File: config.mk
export PLATFORM = sky130hd
export DESIGN_NAME = miller_rabin_single_base
export DESIGN_NICKNAME = d
export VERILOG_FILES = /design/src/mrsb_pkg.sv /design/src/mrsb_modmul.sv /design/src/mrsb_modred.sv /design/src/miller_rabin_single_base.sv
export SDC_FILE = /design/constraint.sdc
export NUM_CORES = 2
export LEC_CHECK = 0
export BUFFER_PORTS_ARGS = -buffer_cell sky130_fd_sc_hd__clkbuf_2
export CAP_MARGIN = 30
export CORE_ASPECT_RATIO = 0.7
export CORE_MARGIN = 2
export CORE_UTILIZATION = 55
export CTS_CLUSTER_SIZE = 28
export DETAILED_ROUTE_END_ITERATION = 16
export PLACE_DENSITY = 0.74
export SKIP_LAST_GASP = 1
export SLEW_MARGIN = 20
export SYNTH_ARGS = -nofsm -noshare
export SYNTH_HDL_FRONTEND = slang
export SYNTH_HIERARCHICAL = 1
export SYNTH_SLANG_ARGS = --single-unit
File: constraint.sdc
create_clock -name clk -period 6.8 [get_ports clk]
set_input_delay 1.7 -clock clk [delete_from_list [all_inputs] [get_ports clk]]
set_output_delay 1.7 -clock clk [all_outputs]
set_load 0.05 [all_outputs]
File: src/mrsb_pkg.sv
// Package: shared types, constants and state encoding for the Miller-Rabin block.
`default_nettype none
package mrsb_pkg;
  localparam int unsigned WORD_BITS_DEF = 64;

  typedef struct packed {
    logic [63:0] witness_base;
    logic [63:0] odd_modulus;
  } in_req_t;

  typedef struct packed {
    logic probable_prime;
    logic bad_modulus;
  } out_req_t;

  typedef enum logic [3:0] {
    ST_IDLE,
    ST_REDUCE,
    ST_SPLIT,
    ST_POW_MUL,
    ST_POW_MUL_W,
    ST_POW_SQR,
    ST_POW_SQR_W,
    ST_CHECK,
    ST_SQR,
    ST_SQR_W,
    ST_DONE
  } state_t;
endpackage
`default_nettype wire

File: src/mrsb_modmul.sv
// Modular multiplier: shift-and-add ladder, one multiplier bit per cycle.
`default_nettype none
module mrsb_modmul #(
  parameter int unsigned WORD_BITS = mrsb_pkg::WORD_BITS_DEF
) (
  input  wire logic                 clk,
  input  wire logic                 rst_n,
  input  wire logic                 start,
  input  wire logic [WORD_BITS-1:0] x_in,
  input  wire logic [WORD_BITS-1:0] y_in,
  input  wire logic [WORD_BITS-1:0] m_in,
  output logic                      busy,
  output logic [WORD_BITS-1:0]      prod
);
  logic                 busy_r, busy_nxt;
  logic [WORD_BITS-1:0] x_r, x_nxt, y_r, y_nxt, acc_r, acc_nxt;

  function automatic logic [WORD_BITS-1:0] add_mod(input logic [WORD_BITS-1:0] a,
      input logic [WORD_BITS-1:0] b, input logic [WORD_BITS-1:0] m);
    logic [WORD_BITS-1:0] room;
    room = m - b;
    if (a >= room) begin
      add_mod = a - room;
    end else begin
      add_mod = a + b;
    end
  endfunction

  always_comb begin
    busy_nxt = busy_r;
    x_nxt    = x_r;
    y_nxt    = y_r;
    acc_nxt  = acc_r;
    if (start) begin
      busy_nxt = 1'b1;
      x_nxt    = x_in;
      y_nxt    = y_in;
      acc_nxt  = '0;
    end else if (busy_r) begin
      if (y_r == '0) begin
        busy_nxt = 1'b0;
      end else begin
        if (y_r[0]) begin
          acc_nxt = add_mod(acc_r, x_r, m_in);
        end
        x_nxt = add_mod(x_r, x_r, m_in);
        y_nxt = y_r >> 1;
      end
    end
  end

  always_ff @(posedge clk) begin
    if (!rst_n) begin
      busy_r <= 1'b0;
    end else begin
      busy_r <= busy_nxt;
    end
    x_r   <= x_nxt;
    y_r   <= y_nxt;
    acc_r <= acc_nxt;
  end

  assign busy = busy_r;
  assign prod = acc_r;
endmodule
`default_nettype wire

File: src/mrsb_modred.sv
// Modular reducer: restoring remainder, one quotient bit per cycle.
`default_nettype none
module mrsb_modred #(
  parameter int unsigned WORD_BITS = mrsb_pkg::WORD_BITS_DEF
) (
  input  wire logic                 clk,
  input  wire logic                 rst_n,
  input  wire logic                 start,
  input  wire logic [WORD_BITS-1:0] a_in,
  input  wire logic [WORD_BITS-1:0] m_in,
  output logic                      busy,
  output logic [WORD_BITS-1:0]      rem
);
  localparam int unsigned CW = $clog2(WORD_BITS + 1);
  logic                 busy_r, busy_nxt;
  logic [CW-1:0]        cnt_r, cnt_nxt;
  logic [WORD_BITS-1:0] a_r, a_nxt, rem_r, rem_nxt;
  logic [WORD_BITS:0]   sh;

  always_comb begin
    busy_nxt = busy_r;
    cnt_nxt  = cnt_r;
    a_nxt    = a_r;
    rem_nxt  = rem_r;
    sh       = {rem_r, a_r[WORD_BITS-1]};
    if (start) begin
      busy_nxt = 1'b1;
      cnt_nxt  = CW'(WORD_BITS);
      a_nxt    = a_in;
      rem_nxt  = '0;
    end else if (busy_r) begin
      if (cnt_r == '0) begin
        busy_nxt = 1'b0;
      end else begin
        if (sh >= {1'b0, m_in}) begin
          sh = sh - {1'b0, m_in};
        end
        rem_nxt = sh[WORD_BITS-1:0];
        a_nxt   = a_r << 1;
        cnt_nxt = cnt_r - 1'b1;
      end
    end
  end

  always_ff @(posedge clk) begin
    if (!rst_n) begin
      busy_r <= 1'b0;
      cnt_r  <= '0;
    end else begin
      busy_r <= busy_nxt;
      cnt_r  <= cnt_nxt;
    end
    a_r   <= a_nxt;
    rem_r <= rem_nxt;
  end

  assign busy = busy_r;
  assign rem  = rem_r;
endmodule
`default_nettype wire

File: src/miller_rabin_single_base.sv
// Top level: Miller-Rabin strong probable prime test for one base.
// One request is taken at a time; ready is low while the test runs and while
// a result waits. A bad modulus raises out_valid on the cycle after the
// request is taken. Otherwise the base is reduced by a restoring divider that
// runs alongside the exponent split, which shifts one bit a cycle. Each modular
// product then runs on one shift-and-add multiplier, one significant multiplier
// bit per cycle. A test needs up to about 2*WORD_BITS products. The result is
// held in an output register until taken.
`default_nettype none
module miller_rabin_single_base #(
  parameter int unsigned WORD_BITS = mrsb_pkg::WORD_BITS_DEF
) (
  input  wire logic              clk,
  input  wire logic              rst_n,
  input  wire logic              in_valid,
  output logic                   in_ready,
  input  wire mrsb_pkg::in_req_t in_data,
  output logic                   out_valid,
  input  wire logic              out_ready,
  output mrsb_pkg::out_req_t     out_data
);
  localparam int unsigned CW = $clog2(WORD_BITS + 1);

  mrsb_pkg::state_t     st_r, st_nxt;
  logic [WORD_BITS-1:0] n_r, n_nxt, b_r, b_nxt, e_r, e_nxt, x_r, x_nxt;
  logic [CW-1:0]        s_r, s_nxt;
  logic                 ov_r, ov_nxt;
  mrsb_pkg::out_req_t   od_r, od_nxt;
  logic [WORD_BITS-1:0] nb, nm1;
  logic                 mul_start, mul_busy, red_start, red_busy;
  logic [WORD_BITS-1:0] mul_x, mul_y, prod, rem;

  assign nb  = in_data.odd_modulus[WORD_BITS-1:0];
  assign nm1 = n_r - 1'b1;

  mrsb_modmul #(.WORD_BITS(WORD_BITS)) u_mul (
    .clk, .rst_n, .start(mul_start), .x_in(mul_x), .y_in(mul_y), .m_in(n_r),
    .busy(mul_busy), .prod
  );

  mrsb_modred #(.WORD_BITS(WORD_BITS)) u_red (
    .clk, .rst_n, .start(red_start), .a_in(in_data.witness_base[WORD_BITS-1:0]),
    .m_in(n_r), .busy(red_busy), .rem
  );

  assign in_ready = (st_r == mrsb_pkg::ST_IDLE) && !ov_r;

  always_comb begin
    st_nxt    = st_r;
    n_nxt     = n_r;
    b_nxt     = b_r;
    e_nxt     = e_r;
    x_nxt     = x_r;
    s_nxt     = s_r;
    ov_nxt    = ov_r;
    od_nxt    = od_r;
    mul_start = 1'b0;
    red_start = 1'b0;
    mul_x     = x_r;
    mul_y     = b_r;
    if (ov_r && out_ready) begin
      ov_nxt = 1'b0;
    end
    case (st_r)
      mrsb_pkg::ST_IDLE: begin
        if (in_valid && in_ready) begin
          n_nxt = nb;
          if (nb < WORD_BITS'(3) || !nb[0]) begin
            ov_nxt = 1'b1;
            od_nxt = '{probable_prime: 1'b0, bad_modulus: 1'b1};
          end else begin
            red_start = 1'b1;
            e_nxt     = nb - 1'b1;
            s_nxt     = '0;
            st_nxt    = mrsb_pkg::ST_SPLIT;
          end
        end
      end
      mrsb_pkg::ST_SPLIT: begin
        if (!e_r[0]) begin
          e_nxt = e_r >> 1;
          s_nxt = s_r + 1'b1;
        end else begin
          st_nxt = mrsb_pkg::ST_REDUCE;
        end
      end
      mrsb_pkg::ST_REDUCE: begin
        if (!red_busy) begin
          b_nxt  = rem;
          x_nxt  = WORD_BITS'(1);
          st_nxt = mrsb_pkg::ST_POW_MUL;
        end
      end
      mrsb_pkg::ST_POW_MUL: begin
        if (e_r == '0) begin
          st_nxt = mrsb_pkg::ST_CHECK;
          if (x_r == WORD_BITS'(1)) begin
            ov_nxt = 1'b1;
            od_nxt = '{probable_prime: 1'b1, bad_modulus: 1'b0};
            st_nxt = mrsb_pkg::ST_IDLE;
          end
        end else if (e_r[0]) begin
          mul_start = 1'b1;
          st_nxt    = mrsb_pkg::ST_POW_MUL_W;
        end else begin
          st_nxt = mrsb_pkg::ST_POW_SQR;
        end
      end
      mrsb_pkg::ST_POW_MUL_W: begin
        if (!mul_busy) begin
          x_nxt  = prod;
          st_nxt = mrsb_pkg::ST_POW_SQR;
        end
      end
      mrsb_pkg::ST_POW_SQR: begin
        mul_x     = b_r;
        mul_start = 1'b1;
        st_nxt    = mrsb_pkg::ST_POW_SQR_W;
      end
      mrsb_pkg::ST_POW_SQR_W: begin
        if (!mul_busy) begin
          b_nxt  = prod;
          e_nxt  = e_r >> 1;
          st_nxt = mrsb_pkg::ST_POW_MUL;
        end
      end
      mrsb_pkg::ST_CHECK: begin
        if (s_r == '0 || x_r == nm1) begin
          ov_nxt = 1'b1;
          od_nxt = '{probable_prime: (s_r != '0), bad_modulus: 1'b0};
          st_nxt = mrsb_pkg::ST_IDLE;
        end else begin
          st_nxt = mrsb_pkg::ST_SQR;
        end
      end
      mrsb_pkg::ST_SQR: begin
        mul_y     = x_r;
        mul_start = 1'b1;
        st_nxt    = mrsb_pkg::ST_SQR_W;
      end
      mrsb_pkg::ST_SQR_W: begin
        mul_y = x_r;
        if (!mul_busy) begin
          x_nxt  = prod;
          s_nxt  = s_r - 1'b1;
          st_nxt = mrsb_pkg::ST_CHECK;
        end
      end
      default: begin
        st_nxt = mrsb_pkg::ST_IDLE;
      end
    endcase
  end

  always_ff @(posedge clk) begin
    if (!rst_n) begin
      st_r <= mrsb_pkg::ST_IDLE;
      ov_r <= 1'b0;
    end else begin
      st_r <= st_nxt;
      ov_r <= ov_nxt;
    end
    n_r  <= n_nxt;
    b_r  <= b_nxt;
    e_r  <= e_nxt;
    x_r  <= x_nxt;
    s_r  <= s_nxt;
    od_r <= od_nxt;
  end

  assign out_valid = ov_r;
  assign out_data  = od_r;
endmodule
`default_nettype wire

# After elaboration in Yosys (flattened, before gate mapping)
# Cells that the tools add are included.
dict set report word_totals {
  register_bits 599
  word_cells 168
}
dict set report classes {
  bitwise_logic 3
  reduce_logical 36
  n_addsub 11
  n_lt_le_gt_ge 4
  mux 69
  eq_ne 26
}
# cell count
set ops {}
lappend ops {{2-to-1 mux 64 bit} 21}
lappend ops {{one-hot mux 64 bit (2 select lines)} 2}
lappend ops {{subtractor 64 bit} 4}
lappend ops {{one-hot mux 64 bit (3 select lines)} 1}
lappend ops {{adder 64 bit} 2}
lappend ops {{>= comparator 64 bit} 2}
lappend ops {{logical NOT 64 bit} 2}
lappend ops {{subtractor 64 x 1 -> 64 bit, second input constant} 2}
lappend ops {{>= comparator 65 x 64 -> 1 bit} 1}
lappend ops {{== test 64 x 1 -> 1 bit, second input constant} 1}
lappend ops {{== test 64 bit} 1}
lappend ops {{less-than comparator 64 x 2 -> 1 bit, second input constant} 1}
lappend ops {{2-to-1 mux 7 bit} 7}
lappend ops {{one-hot mux 4 bit (10 select lines)} 1}
lappend ops {{2-to-1 mux 4 bit} 9}
lappend ops {{inequality test 2 bit, second input constant} 13}
lappend ops {{one-hot mux 7 bit (3 select lines)} 1}
lappend ops {{2-to-1 mux 1 bit} 18}
lappend ops {{== test 4 x 3 -> 1 bit, second input constant} 4}
lappend ops {{logical NOT 7 bit} 2}
lappend ops {{subtractor 7 x 1 -> 7 bit, second input constant} 2}
lappend ops {{2-to-1 mux 2 bit} 5}
lappend ops {{AND reduction 5 bit} 2}
lappend ops {{AND reduction 3 bit} 3}
lappend ops {{other kinds (22)} 42}

# Depth between registers and ports, before layout
dict set report logic_depth {
  word_depth 7
  mapped_depth 35
  mapped_depth_nobuf 31
}

# Cells and area by module
# The synthesis kept the hierarchy.
# module area_per_inst_um2 instances seq_area_each_um2 cells_per_inst
set modules_own_cells {}
lappend modules_own_cells {mrsb_modmul 23520.1 1 5144.9 2952}
lappend modules_own_cells {miller_rabin_single_base 16324.4 1 8057.7 1453}
lappend modules_own_cells {mrsb_modred 10249.8 1 3363.2 1183}

# Worst setup path before layout
# OpenSTA, ideal clock, no wires.
dict set report synth_path {
  kind {register to register}
  start {reg u_mul.x_r[34]}
  end {reg u_mul.x_r[45] (data pin)}
  t_required_ns 6.530
  arrival_ns 6.167
  path_slack_ns 0.362
  stages_incl_launch_ff 36
  path_cell_list {edfxtp_1 -> clkbuf_1 -> inv_1 -> ha_1 -> buf_2 -> nand2_1 -> nor2_1 -> a221oi_2 -> o21ai_0 -> a221oi_2 -> a2111oi_4 -> o31ai_1 -> a21oi_1 -> o21ai_0 -> a21oi_1 -> a21o_1 -> o41ai_1 -> o21bai_1 -> a21oi_1 -> xor2_1 -> ha_1 -> a21oi_1 -> nor2_1 -> nor2_1 -> o21ai_0 -> a21o_1 -> a21oi_1 -> nor2b_1 -> o21ai_0 -> and3_1 -> clkbuf_1 -> clkbuf_1 -> buf_2 -> nor2_1 -> a211oi_1 -> a21oi_1}
}
dict set report synth_via {
  elab_chain_cells 6
  word_cells_on_any_way 8
  cone_classes {3 x add/sub; 1 x order compare; 4 x mux}
}
# element line_no
set synth_rtl {}
lappend synth_rtl {{start, declared} mrsb_modmul.sv:16} ;# logic [WORD_BITS-1:0] x_r, x_nxt, y_r, y_nxt, acc_r, acc_nxt;
lappend synth_rtl {{start signal, assigned} mrsb_modmul.sv:58} ;# x_r <= x_nxt;
lappend synth_rtl {{subtractor 64 bit} mrsb_modmul.sv:21} ;# room = m - b;
lappend synth_rtl {{subtractor 64 bit or >= comparator 64 bit (tied branches)} {mrsb_modmul.sv:23, mrsb_modmul.sv:22}}
lappend synth_rtl {{2-to-1 mux 64 bit *} mrsb_modmul.sv:22} ;# if (a >= room) begin
lappend synth_rtl {{2-to-1 mux 64 bit *} mrsb_modmul.sv:40} ;# if (y_r == '0) begin
lappend synth_rtl {{2-to-1 mux 64 bit *} mrsb_modmul.sv:39} ;# end else if (busy_r) begin
lappend synth_rtl {{2-to-1 mux 64 bit *} mrsb_modmul.sv:34} ;# if (start) begin
lappend synth_rtl {{named net u_mul.x_nxt[45]} mrsb_modmul.sv:16}
# Mark *: on every way through the listed nets, which the timed path passes. The rest lies on a longest branch. The select of a mux whose other input is x is not followed.
# A chain may end at the register's enable or synchronous reset.

# Worst setup path in the final report
dict set report layout_path {
  start {reg u_mul.x_r[2]}
  end {reg u_mul.x_r[4] (data pin)}
}
# The elaborated chain is that of the path after synthesis.

==> impl_metrics.csv <==
group,metric,value,unit
run_status,status,"complete, no violations",
route,vias,48000,
logic_synthesis,yosysTopAreaCell,"edfxtp_1",
setup_path,r2r_slack,8,ps
logic_synthesis,syn_area,50100,µm²
logic_synthesis,synth.most_common_cell,"a21oi_1",
cts,cts-root-buf,"clkbuf_16",
floorplanning,ios,136,
sta,relSlewSlack,20.9,%
logic_synthesis,synth_edf_count,457,
logic_synthesis,synth.area.top_cells,"edfxtp_1 (27%), mux2_2 (8.1%), ha_1 (7.8%), dfxtp_1 (5.7%), a21oi_1 (4.8%)",
route,first_pass_iters,9,
hold_path,whs_path_depth,2,
cts,hold_buffers,0,
sta,finalHoldViolations,0,
sta,setup_viol,0,
route,ant_nets,0,
setup_path,max_stage_delay,400,ps
cts,cts_tree,"yes",
logic_synthesis,yosys_warnings,6,
sta,tns,0,ps
placed_design,pre_cts_slack,-265,ps
logic_synthesis,syn_avg_cell_area,8.96,µm²
floorplanning,core,90100,µm²
floorplanning,start_util,55.6,%
logic_synthesis,yosys-top-cells-count,"a21oi_1 (478), edfxtp_1 (457), nor2_1 (424)",
route,drtIter0Drc,6390,
route,drc,0,
cells_and_area,fin_util,66.2,%
sta,worst_slack,7.71,ps
floorplanning,placementRows,92,
placed_design,io_buffers,135,
logic_synthesis,async_flop_share,0,%
hold_path,worstHoldStart,"u_red/cnt_r[1]",
power_and_ir_drop,powerDensity,610,nW/µm²
setup_path,crit_fanout,8,
logic_synthesis,yosys_most_used_dff,"edfxtp_1",
power_and_ir_drop,p_leak,23.8,nW
global_routing,grt_max_degree,110,
cells_and_area,post_route_cells_drive_above_1_share,24.0,%
setup_path,cp_common_cell,"buf_4",
setup_path,cp-start-kind,"flop",
global_routing,grt_pass1_vias,43800,
sta,rsz0062_at_grt,"yes",
flow_run,maxCapViolations,0,
floorplanning,die_area,93500,µm²
cells_and_area,num-nets-final,6541,
logic_synthesis,ys_seq_area_share,33.1,%
logic_synthesis,synth_nets,6037,
route,via_per_inst,6.52,
global_routing,grt_pass1_wl,276000,µm
route,wl_per_cell,26.0,µm
setup_path,cp.required,7240,ps
setup_path,end_kind,"flop",
logic_synthesis,synth.ff_latch_count,599,
power_and_ir_drop,ir_worst_vdd,0.495,mV
logic_synthesis,synth_top_area_share,27.4,%
cts,clk_latency,690,ps
setup_path,worstRegToRegCells,37,
setup_path,arrival,7230,ps
cts,cts_sinks,599,
cts,clkTransAtPathRegs,60,ps
sta,max_freq,0.147,GHz
cts,cts_buffer_depth,3,
sta,period_minus_slack,6790,ps
sta,hold_slack,532,ps
sta,fin_skew,38.6,ps
global_routing,gr-total-overflow,0,
sta,final_max_slew_viol_count,0,
global_routing,antenna_found_initial,3,
setup_path,critical_path_class,"flop to flop",
sta,tightest_slew,1180,ps
cts,cts_max_level,3,
placed_design,gp_congestion,1.04,
placed_design,dp_hpwl,146000,µm
hold_path,worstHoldPathType,"flop to flop",
setup_path,rr_startpoint,"u_mul/x_r[2]",
logic_synthesis,ys_types,119,
global_routing,grtUsageTotal,38.8,%
sta,finalCritPeriodShare,99.9,%
floorplanning,die_h,257,µm
power_and_ir_drop,power,36.4,mW
hold_path,min_to,"u_red/cnt_r[1]",
setup_path,worstReg2RegEnd,"u_mul/x_r[4]",
cells_and_area,area_delta_synth_final,19.1,%
floorplanning,die_x,365,µm
setup_path,crit_path_top_delay_cell,"edfxtp_1",
route,wl,191000,µm
logic_synthesis,synth_cells,5588,
setup_path,cp-startpoint,"u_mul/x_r[2]",
cts,numCtsBuffers,67,
[power breakdown]
group | total, mW | switching [mW] | internal (mW)
registers | 7.23 | 1.63 | 5.60
logic | 25.1 | 14.1 | 11.0
clock network | 4.04 | 1.70 | 2.34
total | 36.4 | 17.4 | 19.0
[critical path: cells and delay by family (launching register included)]
family          cells  cell delay, ps
simple gates        5             620
compound gates     18            3050
flops               1             400
fa+ha+maj           2             530
buf+inv            10            1420
xor+xnor            1             220
mux                 1             270
[sequential cells by signal, indices dropped and copies added (netlist names), 7 cells and up]
name / count
u_mul/prod: 64
x_r: 64
u_red/cnt_r: 7
s_r: 7
e_r: 64
u_mul/x_r: 64
n_r: 64
u_mul/y_r: 64
b_r: 64
u_red/rem: 64
u_red/a_r: 64
[layer usage]
| metal | vias up | track usage (%) | wire, µm |
|---|---|---|---|
| li1 | 21900 | - | - |
| met3 | 370 | 10.0 | 21600 |
| met2 | 2577 | 57.6 | 81400 |
| met1 | 23200 | 54.8 | 81100 |
| met4 | 2 | 12.9 | 7420 |
| met5 | - | 0 | 10 |
[cells by family (layout without fill, tap and decap cells)]
group	after synthesis	in the layout	synth area share, %
compound gates	1561	1562	20.3
xor+xnor	447	447	7.91
fa+ha+maj	329	329	8.25
buf+inv	535	1090	4.24
flops	599	599	33.1
mux	402	402	8.93
other cells	0	2	0
simple gates	1715	1716	17.3
[per-stage QoR]
stage / std cells / cell area [µm²]
after floorplan: 5588 / 50100
after global placement: 7181 / 55100
final: 7369 / 59700
after detailed placement: 7183 / 55200
after global routing: 7368 / 59700
after CTS: 7323 / 58100
[final cells by class]
cell class                 count  area (µm²)
antenna                        2        5.00
tap                         1222        1530
fill                        7408       30500
inverter                     263         995
clock buffer                  75        1710
sequential                   599       16600
clock inverter                47         662
timing repair buffer         705        5380
multi-input combinational   4456       32800
[layout by cell type (no fill, tap or decap), types with 52 or more instances in the layout]
cell and instances:
ha_1 288, nand4_1 115, nor4_1 115, o21bai_1 66
and2_1 90, o21a_1 52, mux2_2 344, clkbuf_2 135
xor2_1 170, inv_1 255, buf_4 529, o21ai_0 268
a31oi_1 56, nand3_1 149, dfxtp_1 142, a21o_1 168
nand2_1 378, nor2_1 387, a211oi_1 76, clkbuf_16 73
xnor2_1 264, a21oi_1 436, edfxtp_1 457, nor3_1 107
[worst max-delay path by stage]
stage | end | slack (ps) | depth (start not counted)
3_3_place_gp | u_mul/x_r[3] | -110 | 34
3_5_place_dp | u_mul/x_r[3] | -260 | 34
6_report | u_mul/x_r[4] | 8 | 37
4_1_cts | u_mul/x_r[62] | -80 | 30
5_1_grt | u_mul/x_r[1] | -270 | 36
2_1_floorplan | u_mul/x_r[45] | 360 | 35
[timing repair]
item,CTS,global route
resized for setup,49,264
endpoints found under the setup margin,123,128
cloned,5,9
pin swaps,24,118
setup buffers,13,32
No activity file was read; power rests on OpenSTA's default activity.
